--- config.mk ---
export PLATFORM = sky130hd
export DESIGN_NAME = ycbcr_channel_select_roundtrip
export DESIGN_NICKNAME = d
export VERILOG_FILES = /design/src/ycs_pkg.sv /design/src/ycs_rnd_clamp.sv /design/src/ycs_fwd.sv /design/src/ycs_inv.sv /design/src/ycbcr_channel_select_roundtrip.sv
export SDC_FILE = /design/constraint.sdc
export NUM_CORES = 1
export LEC_CHECK = 0
export BUFFER_PORTS_ARGS = -buffer_cell sky130_fd_sc_hd__buf_2
export CORE_UTILIZATION = 55
export CTS_CLUSTER_DIAMETER = 120
export DETAILED_ROUTE_END_ITERATION = 8
export PLACE_DENSITY = 0.72
export SETUP_SLACK_MARGIN = 0.15
export SLEW_MARGIN = 5
export SYNTH_ARGS = -nofsm -noshare
export SYNTH_HDL_FRONTEND = slang
export SYNTH_SLANG_ARGS = --single-unit
--- constraint.sdc ---
create_clock -name clk -period 16.95 [get_ports clk]
set_input_delay 0.8475 -clock clk [delete_from_list [all_inputs] [get_ports clk]]
set_output_delay 0.8475 -clock clk [all_outputs]
set_load 0.02 [all_outputs]
--- src/ycs_pkg.sv ---
`default_nettype none
package ycs_pkg;

	// channel mode codes
	localparam logic [1:0] MODE_MID  = 2'd0;
	localparam logic [1:0] MODE_KEEP = 2'd1;
	localparam logic [1:0] MODE_ZERO = 2'd2;

	// register indexes (byte address = 4 * index)
	localparam logic [1:0] REG_MODE_LUMA      = 2'd0;
	localparam logic [1:0] REG_MODE_BLUE_DIFF = 2'd1;
	localparam logic [1:0] REG_MODE_RED_DIFF  = 2'd2;

	localparam int unsigned PIX_W = 8;

	typedef struct packed {
		logic [1:0] luma;
		logic [1:0] blue_diff;
		logic [1:0] red_diff;
	} mode_set_t;

	typedef struct packed {
		logic s1;
		logic s2;
		logic s3;
		logic s4;
	} pipe_en_t;

	// magnitude in units of 1e-4, rounded half up to f fraction bits
	function automatic longint unsigned qmag(longint unsigned m, int unsigned f);
		return ((m << f) + 64'd5000) / 64'd10000;
	endfunction

endpackage
`default_nettype wire

--- src/ycs_rnd_clamp.sv ---
`default_nettype none
module ycs_rnd_clamp #(
	parameter int unsigned F     = 14,
	parameter int unsigned ACC_W = 25
) (
	input  wire logic signed [ACC_W-1:0] acc,
	output logic [ycs_pkg::PIX_W-1:0]    q
);

	localparam logic [ACC_W-1:0] HALF = ACC_W'(1) << (F - 1);

	logic [ACC_W-1:0] biased;
	logic [ACC_W-1:0] shifted;

	always_comb begin
		biased  = acc + HALF;
		shifted = biased >> F;
		// a negative sum rounds to zero or below: clamp to zero
		if (acc[ACC_W-1]) begin
			q = '0;
		end else if (|shifted[ACC_W-1:ycs_pkg::PIX_W]) begin
			q = '1;
		end else begin
			q = shifted[ycs_pkg::PIX_W-1:0];
		end
	end

endmodule
`default_nettype wire

--- src/ycs_fwd.sv ---
`default_nettype none
module ycs_fwd #(
	parameter int unsigned F = 14
) (
	input  wire logic                        clk,
	input  wire ycs_pkg::pipe_en_t           en,
	input  wire ycs_pkg::mode_set_t          mode,
	input  wire logic [ycs_pkg::PIX_W-1:0]   red,
	input  wire logic [ycs_pkg::PIX_W-1:0]   green,
	input  wire logic [ycs_pkg::PIX_W-1:0]   blue,
	output logic [ycs_pkg::PIX_W-1:0]        y_s2,
	output logic [ycs_pkg::PIX_W-1:0]        cb_s2,
	output logic [ycs_pkg::PIX_W-1:0]        cr_s2
);

	localparam int unsigned CW    = F + 2;
	localparam int unsigned PW    = CW + ycs_pkg::PIX_W;
	localparam int unsigned ACC_W = F + 11;

	localparam logic [CW-1:0] C_Y_R  = CW'(ycs_pkg::qmag(64'd2990, F));
	localparam logic [CW-1:0] C_Y_G  = CW'(ycs_pkg::qmag(64'd5870, F));
	localparam logic [CW-1:0] C_Y_B  = CW'(ycs_pkg::qmag(64'd1140, F));
	localparam logic [CW-1:0] C_CB_R = CW'(ycs_pkg::qmag(64'd1687, F));
	localparam logic [CW-1:0] C_CB_G = CW'(ycs_pkg::qmag(64'd3313, F));
	localparam logic [CW-1:0] C_HALF = CW'(ycs_pkg::qmag(64'd5000, F));
	localparam logic [CW-1:0] C_CR_G = CW'(ycs_pkg::qmag(64'd4187, F));
	localparam logic [CW-1:0] C_CR_B = CW'(ycs_pkg::qmag(64'd813, F));
	localparam logic [ACC_W-1:0] OFF = ACC_W'(128) << F;

	logic [PW-1:0] p_yr_s1, p_yg_s1, p_yb_s1;
	logic [PW-1:0] p_cbr_s1, p_cbg_s1, p_cbb_s1;
	logic [PW-1:0] p_crr_s1, p_crg_s1, p_crb_s1;

	logic signed [ACC_W-1:0] y_acc, cb_acc, cr_acc;
	logic [ycs_pkg::PIX_W-1:0] y_rc, cb_rc, cr_rc;

	// stage 1: magnitudes of the nine products, signs applied in the sum
	always_ff @(posedge clk) begin
		if (en.s1) begin
			p_yr_s1  <= PW'(red)   * PW'(C_Y_R);
			p_yg_s1  <= PW'(green) * PW'(C_Y_G);
			p_yb_s1  <= PW'(blue)  * PW'(C_Y_B);
			p_cbr_s1 <= PW'(red)   * PW'(C_CB_R);
			p_cbg_s1 <= PW'(green) * PW'(C_CB_G);
			p_cbb_s1 <= PW'(blue)  * PW'(C_HALF);
			p_crr_s1 <= PW'(red)   * PW'(C_HALF);
			p_crg_s1 <= PW'(green) * PW'(C_CR_G);
			p_crb_s1 <= PW'(blue)  * PW'(C_CR_B);
		end
	end

	always_comb begin
		y_acc  = ACC_W'(p_yr_s1) + ACC_W'(p_yg_s1) + ACC_W'(p_yb_s1);
		cb_acc = ACC_W'(p_cbb_s1) - ACC_W'(p_cbr_s1) - ACC_W'(p_cbg_s1) + OFF;
		cr_acc = ACC_W'(p_crr_s1) - ACC_W'(p_crg_s1) - ACC_W'(p_crb_s1) + OFF;
	end

	ycs_rnd_clamp #(.F(F), .ACC_W(ACC_W)) u_rc_y  (.acc(y_acc),  .q(y_rc));
	ycs_rnd_clamp #(.F(F), .ACC_W(ACC_W)) u_rc_cb (.acc(cb_acc), .q(cb_rc));
	ycs_rnd_clamp #(.F(F), .ACC_W(ACC_W)) u_rc_cr (.acc(cr_acc), .q(cr_rc));

	function automatic logic [ycs_pkg::PIX_W-1:0] pick(
		input logic [1:0]                m,
		input logic [ycs_pkg::PIX_W-1:0] v
	);
		logic [ycs_pkg::PIX_W-1:0] r;
		case (m)
			ycs_pkg::MODE_MID:  r = ycs_pkg::PIX_W'(128);
			ycs_pkg::MODE_KEEP: r = v;
			default:            r = '0;
		endcase
		return r;
	endfunction

	// stage 2: round, clamp, apply channel mode
	always_ff @(posedge clk) begin
		if (en.s2) begin
			y_s2  <= pick(mode.luma, y_rc);
			cb_s2 <= pick(mode.blue_diff, cb_rc);
			cr_s2 <= pick(mode.red_diff, cr_rc);
		end
	end

endmodule
`default_nettype wire

--- src/ycs_inv.sv ---
`default_nettype none
module ycs_inv #(
	parameter int unsigned F = 14
) (
	input  wire logic                      clk,
	input  wire ycs_pkg::pipe_en_t         en,
	input  wire logic [ycs_pkg::PIX_W-1:0] y,
	input  wire logic [ycs_pkg::PIX_W-1:0] cb,
	input  wire logic [ycs_pkg::PIX_W-1:0] cr,
	output logic [ycs_pkg::PIX_W-1:0]      red_s4,
	output logic [ycs_pkg::PIX_W-1:0]      green_s4,
	output logic [ycs_pkg::PIX_W-1:0]      blue_s4
);

	localparam int unsigned CW    = F + 3;
	localparam int unsigned DW    = ycs_pkg::PIX_W + 1;
	localparam int unsigned PW    = CW + DW;
	localparam int unsigned ACC_W = F + 13;

	localparam logic signed [CW-1:0] C_R_CR = CW'(ycs_pkg::qmag(64'd14020, F));
	localparam logic signed [CW-1:0] C_G_CB = CW'(ycs_pkg::qmag(64'd3441, F));
	localparam logic signed [CW-1:0] C_G_CR = CW'(ycs_pkg::qmag(64'd7141, F));
	localparam logic signed [CW-1:0] C_B_CB = CW'(ycs_pkg::qmag(64'd17720, F));

	logic signed [DW-1:0] cbd, crd;
	logic [ycs_pkg::PIX_W-1:0] y_s3;
	logic signed [PW-1:0] p_rcr_s3, p_gcb_s3, p_gcr_s3, p_bcb_s3;

	logic signed [ACC_W-1:0] yq, r_acc, g_acc, b_acc;
	logic [ycs_pkg::PIX_W-1:0] r_rc, g_rc, b_rc;

	// remove the chroma offset
	assign cbd = $signed({1'b0, cb}) - $signed(DW'(128));
	assign crd = $signed({1'b0, cr}) - $signed(DW'(128));

	// stage 3: chroma products
	always_ff @(posedge clk) begin
		if (en.s3) begin
			y_s3     <= y;
			p_rcr_s3 <= PW'(crd) * PW'(C_R_CR);
			p_gcb_s3 <= PW'(cbd) * PW'(C_G_CB);
			p_gcr_s3 <= PW'(crd) * PW'(C_G_CR);
			p_bcb_s3 <= PW'(cbd) * PW'(C_B_CB);
		end
	end

	always_comb begin
		yq    = ACC_W'(y_s3) << F;
		r_acc = yq + ACC_W'(p_rcr_s3);
		g_acc = yq - ACC_W'(p_gcb_s3) - ACC_W'(p_gcr_s3);
		b_acc = yq + ACC_W'(p_bcb_s3);
	end

	ycs_rnd_clamp #(.F(F), .ACC_W(ACC_W)) u_rc_r (.acc(r_acc), .q(r_rc));
	ycs_rnd_clamp #(.F(F), .ACC_W(ACC_W)) u_rc_g (.acc(g_acc), .q(g_rc));
	ycs_rnd_clamp #(.F(F), .ACC_W(ACC_W)) u_rc_b (.acc(b_acc), .q(b_rc));

	// stage 4: output register
	always_ff @(posedge clk) begin
		if (en.s4) begin
			red_s4   <= r_rc;
			green_s4 <= g_rc;
			blue_s4  <= b_rc;
		end
	end

endmodule
`default_nettype wire

--- src/ycbcr_channel_select_roundtrip.sv ---
// RGB -> YCbCr -> RGB round trip with a mode per channel (keep, mid grey, zero).
// Input stream: s_axis_*, one RGB pixel per transaction, red in the lowest byte.
// Output stream: m_axis_*, one RGB pixel per input transaction, same packing.
// Configuration: APB port, three 2-bit mode registers at byte addresses
//   0 (luma), 4 (blue difference), 8 (red difference); pready is tied high.
//   Write them only while no pixel is in flight.
// Pipeline: four register stages - forward products, forward round/clamp and
//   mode select, inverse products, inverse round/clamp into the output register.
// Path: an accepted input passes the four stage registers in order; m_axis_tvalid is the stage 4 valid bit.
// Throughput: one pixel per clock while the receiver takes each result, with one
//   multiplier per product in the two product stages (1 and 3).
// Each stage carries a valid bit and advances when it is empty or the stage
//   after it advances, so bubbles collapse and s_axis_tready stays high while
//   any stage has room, even with a result waiting at the output.
// Receiver stall: the output register holds its pixel; stages fill up behind
//   it and s_axis_tready drops once all four are full. Nothing is lost.
// Reset: all valid bits clear and every mode returns to keep.
`default_nettype none
module ycbcr_channel_select_roundtrip #(
	parameter int unsigned COEF_FRAC_BITS = 14
) (
	input  wire logic        clk,
	input  wire logic        arst_n,
	input  wire logic        s_axis_tvalid,
	output logic             s_axis_tready,
	input  wire logic [23:0] s_axis_tdata,  // red_in [7:0], green_in [15:8], blue_in [23:16]
	output logic             m_axis_tvalid,
	input  wire logic        m_axis_tready,
	output logic [23:0]      m_axis_tdata,  // red_out [7:0], green_out [15:8], blue_out [23:16]
	input  wire logic        psel,
	input  wire logic        penable,
	input  wire logic        pwrite,
	input  wire logic [3:0]  paddr,
	input  wire logic [31:0] pwdata,
	output logic [31:0]      prdata,
	output logic             pready
);

	logic [1:0] mode_luma_q, mode_blue_diff_q, mode_red_diff_q;
	ycs_pkg::mode_set_t mode;
	ycs_pkg::pipe_en_t  en;

	logic v_s1, v_s2, v_s3, v_s4;
	logic rdy1, rdy2, rdy3, rdy4;
	logic wr_en;

	logic [ycs_pkg::PIX_W-1:0] y_s2, cb_s2, cr_s2;
	logic [ycs_pkg::PIX_W-1:0] red_s4, green_s4, blue_s4;

	// ---- configuration port ----
	assign pready = 1'b1;
	assign wr_en  = psel & penable & pwrite & pready;

	always_ff @(posedge clk or negedge arst_n) begin
		if (!arst_n) begin
			mode_luma_q      <= ycs_pkg::MODE_KEEP;
			mode_blue_diff_q <= ycs_pkg::MODE_KEEP;
			mode_red_diff_q  <= ycs_pkg::MODE_KEEP;
		end else if (wr_en) begin
			// writes beyond the last register drop silently
			case (paddr[3:2])
				ycs_pkg::REG_MODE_LUMA:      mode_luma_q      <= pwdata[1:0];
				ycs_pkg::REG_MODE_BLUE_DIFF: mode_blue_diff_q <= pwdata[1:0];
				ycs_pkg::REG_MODE_RED_DIFF:  mode_red_diff_q  <= pwdata[1:0];
				default: ;
			endcase
		end
	end

	always_comb begin
		case (paddr[3:2])
			ycs_pkg::REG_MODE_LUMA:      prdata = {30'd0, mode_luma_q};
			ycs_pkg::REG_MODE_BLUE_DIFF: prdata = {30'd0, mode_blue_diff_q};
			ycs_pkg::REG_MODE_RED_DIFF:  prdata = {30'd0, mode_red_diff_q};
			default:                     prdata = 32'd0;
		endcase
	end

	assign mode = '{luma: mode_luma_q, blue_diff: mode_blue_diff_q,
		red_diff: mode_red_diff_q};

	// ---- pipeline control: a stage advances when empty or its successor advances ----
	assign rdy4 = ~v_s4 | m_axis_tready;
	assign rdy3 = ~v_s3 | rdy4;
	assign rdy2 = ~v_s2 | rdy3;
	assign rdy1 = ~v_s1 | rdy2;

	assign en = '{s1: rdy1, s2: rdy2, s3: rdy3, s4: rdy4};

	always_ff @(posedge clk or negedge arst_n) begin
		if (!arst_n) begin
			v_s1 <= 1'b0;
			v_s2 <= 1'b0;
			v_s3 <= 1'b0;
			v_s4 <= 1'b0;
		end else begin
			if (rdy1) v_s1 <= s_axis_tvalid;
			if (rdy2) v_s2 <= v_s1;
			if (rdy3) v_s3 <= v_s2;
			if (rdy4) v_s4 <= v_s3;
		end
	end

	assign s_axis_tready = rdy1;
	assign m_axis_tvalid = v_s4;

	// ---- datapath ----
	ycs_fwd #(.F(COEF_FRAC_BITS)) u_fwd (
		.clk   (clk),
		.en    (en),
		.mode  (mode),
		.red   (s_axis_tdata[7:0]),
		.green (s_axis_tdata[15:8]),
		.blue  (s_axis_tdata[23:16]),
		.y_s2  (y_s2),
		.cb_s2 (cb_s2),
		.cr_s2 (cr_s2)
	);

	ycs_inv #(.F(COEF_FRAC_BITS)) u_inv (
		.clk      (clk),
		.en       (en),
		.y        (y_s2),
		.cb       (cb_s2),
		.cr       (cr_s2),
		.red_s4   (red_s4),
		.green_s4 (green_s4),
		.blue_s4  (blue_s4)
	);

	assign m_axis_tdata = {blue_s4, green_s4, red_s4};

endmodule
`default_nettype wire

# Yosys cells after proc, flatten, opt, wreduce, memory -nomap -nowiden
# Index checks and enable logic that the tools add are counted.
# word_totals
regBits	305
inputBits	67
output_inout_bits	59
wordCells	99
# classes
addsub	20
mul	11
eq_ne	5
mux	13
n_bitwise	10
n_reduce_logical	13
# ops
operator	count
27-bit by 14-bit adder with 27-bit output (second input constant)	3
25-bit by 14-bit adder with 25-bit output (second input constant)	3
8-bit 2-to-1 mux	9
9-bit by 13-bit multiplier with 22-bit output (second input constant)	3
23-bit by 25-bit adder with 26-bit output	2
25-bit by 22-bit adder with 25-bit output (second input constant)	2
8-bit one-hot mux with 2 select lines	3
8-bit by 11-bit multiplier with 19-bit output (second input constant)	2
8-bit by 9-bit multiplier with 17-bit output (second input constant)	2
25-bit by 19-bit adder with 25-bit output	1
24-bit by 24-bit subtractor with 25-bit output	1
25-bit by 19-bit subtractor with 25-bit output	1
25-bit by 21-bit subtractor with 25-bit output	1
9-bit by 15-bit multiplier with 24-bit output (second input constant)	1
23-bit by 23-bit subtractor with 24-bit output	1
21-bit by 22-bit adder with 23-bit output	1
8-bit by 14-bit multiplier with 22-bit output (second input constant)	1
21-bit by 20-bit subtractor with 22-bit output	1
21-bit by 21-bit subtractor with 22-bit output	1
8-bit by 13-bit multiplier with 21-bit output (second input constant)	1
8-bit by 10-bit multiplier with 18-bit output (second input constant)	1
8-bit by 8-bit subtractor with 9-bit output (second input constant)	2
5-bit OR reduction	3
3-bit OR reduction	3
8 further kinds	23

# Logic depth before layout (Yosys ltp)
# logic_depth
ltp_word	8
ltp_mapped	22
depth_no_buf	22

# Modules after synthesis
# From an unflattened synthesis, not the netlist that was laid out.
# hier_totals
cells_unflattened	3468
area_unflattened_um2	35028.6
# by_module_without_submodules
mod	instances	cells_per_inst	area_each_um2	seq_area_each_um2
ycs_fwd	1	1932	19548.7	4864.7
ycs_inv	1	1239	13205.2	3513.4
ycs_rnd_clamp at u_inv.u_rc_b ...	3	37	279.0	0.0
ycs_rnd_clamp at u_fwd.u_rc_cb ...	3	39	250.2	0.0
ycbcr_channel_select_roundtrip	1	69	686.9	254.0

# Least setup slack after synthesis
# Ideal clock, no wire load.
# synth_path
path_type	input-to-reg
startpoint	in m_axis_tready
endpoint	reg u_fwd.p_cbb_s1[14], enable pin
setup_ps	1880
t_arrival_ps	5042
t_required_ps	15070
setup_slack_ps	10028
cell_stages	2
path_buffers	0
path_cell_list	nor2b_1 -> nand4_1
# synth_between
elab_chain_cells	4
# synth_rtl
element	line_no	rtl
start, declared	ycbcr_channel_select_roundtrip.sv:28	input wire logic m_axis_tready,
1-bit bitwise OR	ycbcr_channel_select_roundtrip.sv:83	assign rdy4 = ~v_s4 | m_axis_tready;
1-bit bitwise OR	ycbcr_channel_select_roundtrip.sv:84	assign rdy3 = ~v_s3 | rdy4;
1-bit bitwise OR	ycbcr_channel_select_roundtrip.sv:85	assign rdy2 = ~v_s2 | rdy3;
1-bit bitwise OR	ycbcr_channel_select_roundtrip.sv:86	assign rdy1 = ~v_s1 | rdy2;
via s_axis_tready	ycbcr_channel_select_roundtrip.sv:25	output logic s_axis_tready,
end signal, assigned	ycs_fwd.sv:45	p_cbb_s1 <= PW'(blue) * PW'(C_HALF);
end, declared	ycs_fwd.sv:31	logic [PW-1:0] p_cbr_s1, p_cbg_s1, p_cbb_s1;
# The timed path passes the listed nets, and every way through them passes these cells.
# A chain may end at the register's enable or synchronous reset.

# Worst setup path after layout
# layout_path
startpoint	reg u_fwd.p_yr_s1[1]
endpoint	reg u_fwd.y_s2[5] (netlist name), data pin
# layout_between
elab_chain_cells	7
# layout_rtl
element	line_no	rtl
start, declared	ycs_fwd.sv:30	logic [PW-1:0] p_yr_s1, p_yg_s1, p_yb_s1;
start signal, assigned	ycs_fwd.sv:40	p_yr_s1 <= PW'(red) * PW'(C_Y_R);
21-bit by 22-bit adder with 23-bit output (*)	ycs_fwd.sv:53	y_acc = ACC_W'(p_yr_s1) + ACC_W'(p_yg_s1) + ACC_W'(p_yb_s1);
25-bit by 19-bit adder with 25-bit output (*)	ycs_fwd.sv:53	
25-bit by 14-bit adder with 25-bit output	ycs_rnd_clamp.sv:16	biased = acc + HALF;
3-bit OR reduction	ycs_rnd_clamp.sv:21	end else if (|shifted[ACC_W-1:ycs_pkg::PIX_W]) begin
8-bit 2-to-1 mux	ycs_rnd_clamp.sv:21	
8-bit 2-to-1 mux (*)	ycs_rnd_clamp.sv:19	if (acc[ACC_W-1]) begin
8-bit one-hot mux with 2 select lines (*)	ycs_fwd.sv:67	case (m)
end signal, assigned	ycs_fwd.sv:78	y_s2 <= pick(mode.luma, y_rc);
end, declared	ycs_fwd.sv:11	output logic [ycs_pkg::PIX_W-1:0] y_s2,
# Mark *: on every way between the ends. The rest lies on a longest branch, timed or not.

==> impl_metrics.toml <==
[run_status]
status = "finished, final reports clean"

[sta]
finalSetupViolCount = 0
post-route-period-util = 0.378
slew_viol_final = 0
slew_headroom = 0.221
worst_pin_slew_ns = 1.15
fin_skew_ns = 0.0209
clock.fmax_mhz = 156
timing.final.crit_period_ns = 6.41
rsz0062_at_grt = "false"
tns_ns = 0
hold_viol = 0

[critical_path]
crit_required_ns = 17.36
path_cells = "ha_1 -> a211oi_1 -> o21ai_1 -> and3_1 -> o31a_1 -> o41ai_2 -> nor2_1 -> or2_2 -> a21oi_1 -> xnor2_1 -> ha_1 -> nand2_1 -> nor2_1 -> and3_1 -> a2111oi_0 -> nand2_1 -> xor2_1 -> nor4bb_1 -> o221a_2 -> o21bai_1 -> maj3_2 -> a21oi_1"
crit_path_max_incr_delay_ns = 0.58
critPathLaunchType = "register"
crit_fanout = 7
crit_buf_inv = 0
cp-end-kind = "register"
arrival_ns = 6.82
crit_type = "reg -> reg"
cp_top_family = "compound AO/OA/AOI/OAI gates"
cp_slowest_cell = "a2111oi_0"

[global_routing]
grt.overflow.total = 0
met1_usage = 0.265
grt_max_degree = 83
grt_pass1_vias = 22900
grt_pass1_wl_um = 109000
antenna_found_initial = 2
grt.total_usage = 0.227
use_met3 = 0.0207
use_met2 = 0.418
grt_busiest_layer = "met2"

[place]
io_buffers = 62
dp_cells = 3909
gp_congestion = 0.897
dp_hpwl_um = 54800
placed_area_um2 = 33000

[final_layout]
fin_area_um2 = 34000
final_cell_mix = "ha_1 (707), inv_1 (574), edfxtp_1 (262)"
n_antenna_cell = 0
final_cells = 3965
final_common_cell = "ha_1"
fillerInstances = 4779
final_util = 0.598
drive_gt1_frac = 0.0505
num-nets-final = 4169
area_growth_pct = 6.56

[die]
num_io_pins = 126
core_region_area_um2 = 56800
initial_core_util = 0.562
die_area_um2 = 59000
num_rows = 87
die-height_um = 243
fp.dieW_um = 243

[drt]
ant_nets = 0
vias = 21700
finalWirelength_um = 65700
wl_per_cell_um = 16.6
drcViolationCount = 0
via_per_inst = 5.47
dr.pass1.iters = 5
drtIter0Drc = 793

[worst_hold_path]
hold_class = "in -> async"

[logic_synthesis]
ys_ff_latch = 272
syn_area_per_cell_um2 = 10.3
synthCells = 3099
synthArstFlopShare = 0.0368
synth_cell_types = 83
synthFlopType = "edfxtp_1"
synth_edf_count = 262
synth_area_um2 = 31900
ys_warn_count = 0
synth-seq-area-share = 0.254

[clocking]
cts_tree = "done"
post_cts_buffers = 0
cts.sinks = 272
clock_path_buffers = 3
cts-root-buf = "clkbuf_16"
cts_resized = 0
h-tree-depth = 1
cts_made_buffers = 31
cts_hold_buf = 0
clk_transition_reported_paths_ns = 0.06
worstSkewPairLatency_ns = 0.59

[flow_run]
drv_cap = 0
through the flow:
step / hold slack, ns / worst slack [ns]
global route: 0.112 / 10.05
floorplan: 0.400 / 10.03
finish: 0.107 / 10.54
CTS: 0.0823 / 10.54
detailed placement: 0.414 / 10.68
global placement: 0.411 / 10.73
area by class of cell:
type                       instances  area, um2  area share
clock buffer                      34        787      0.0231
clock inverter                    22        178     0.00522
inverter                         575       2160      0.0635
multi-input combinational       2241      21500       0.632
sequential                       272       8120       0.239
tap                              756        946      0.0278
timing repair buffer              65        333     0.00979
sequential cells by signal, summed over array words and instances (netlist names), 16 cells and up:
name and count:
u_fwd.p_cbg_s1 17, u_inv.p_gcb_s3 22, u_inv.p_gcr_s3 18, u_fwd.p_yr_s1 21, u_fwd.p_crg_s1 18, u_fwd.p_yb_s1 17, u_inv.p_rcr_s3 16, u_fwd.p_yg_s1 22
path summary, 6_finish.rpt:
| path | startpoint | to | slack, ns | depth (start not counted) |
|---|---|---|---|---|
| max | u_fwd.p_yr_s1[1] | u_fwd.y_s2[5] | 10.54 | 22 |
| min | arst_n | mode_blue_diff_q[1] | 0.11 | 1 |
| max reg2reg | u_fwd.p_yr_s1[1] | u_fwd.y_s2[5] | 10.54 | 22 |
| min reg2reg | u_fwd.y_s2[7] | u_inv.y_s3[7] | 0.43 | 0 |
| max in group asynchronous | arst_n | mode_red_diff_q[0] | 16.59 | 1 |
| min in group clk | u_fwd.y_s2[7] | u_inv.y_s3[7] | 0.43 | 0 |
synthesized netlist by cell type, drive strengths merged (18+ instances only):
master  instances  share of area
a21oi         166          0.026
o21a           41         0.0096
xnor2         201          0.055
a31oi          21         0.0041
buf            34         0.0077
nand3          34         0.0053
ha            707           0.28
inv           574          0.068
o21bai         37         0.0087
o21ai          84          0.013
nor3           55         0.0086
xor2           68          0.019
nor2          157          0.018
nand2          90          0.011
and3           20         0.0039
edfxtp        262           0.25
a21o           39         0.0092
nand2b         24         0.0047
or2            18         0.0035
nor2b          22         0.0043
fa            209           0.13
per-layer routing:
layer,share of wire,vias to the layer above
li1,-,10800
met5,0.00038,-
met2,0.51,329
met3,0.027,145
met4,0.049,4
met1,0.41,10400
cell families (layout without fill, tap and decap cells):
group,Yosys count,after routing,synth area share
compound gates,512,512,0.104
xor+xnor,269,269,0.0738
fa+ha+maj,917,917,0.409
buf+inv,615,696,0.0760
flops,272,272,0.254
mux,12,12,0.00408
other cells,2,31,0.000235
simple gates,500,500,0.0784
Power is not shown: default switching activity piles up to over one toggle a cycle in this logic, so the estimate is an artifact.
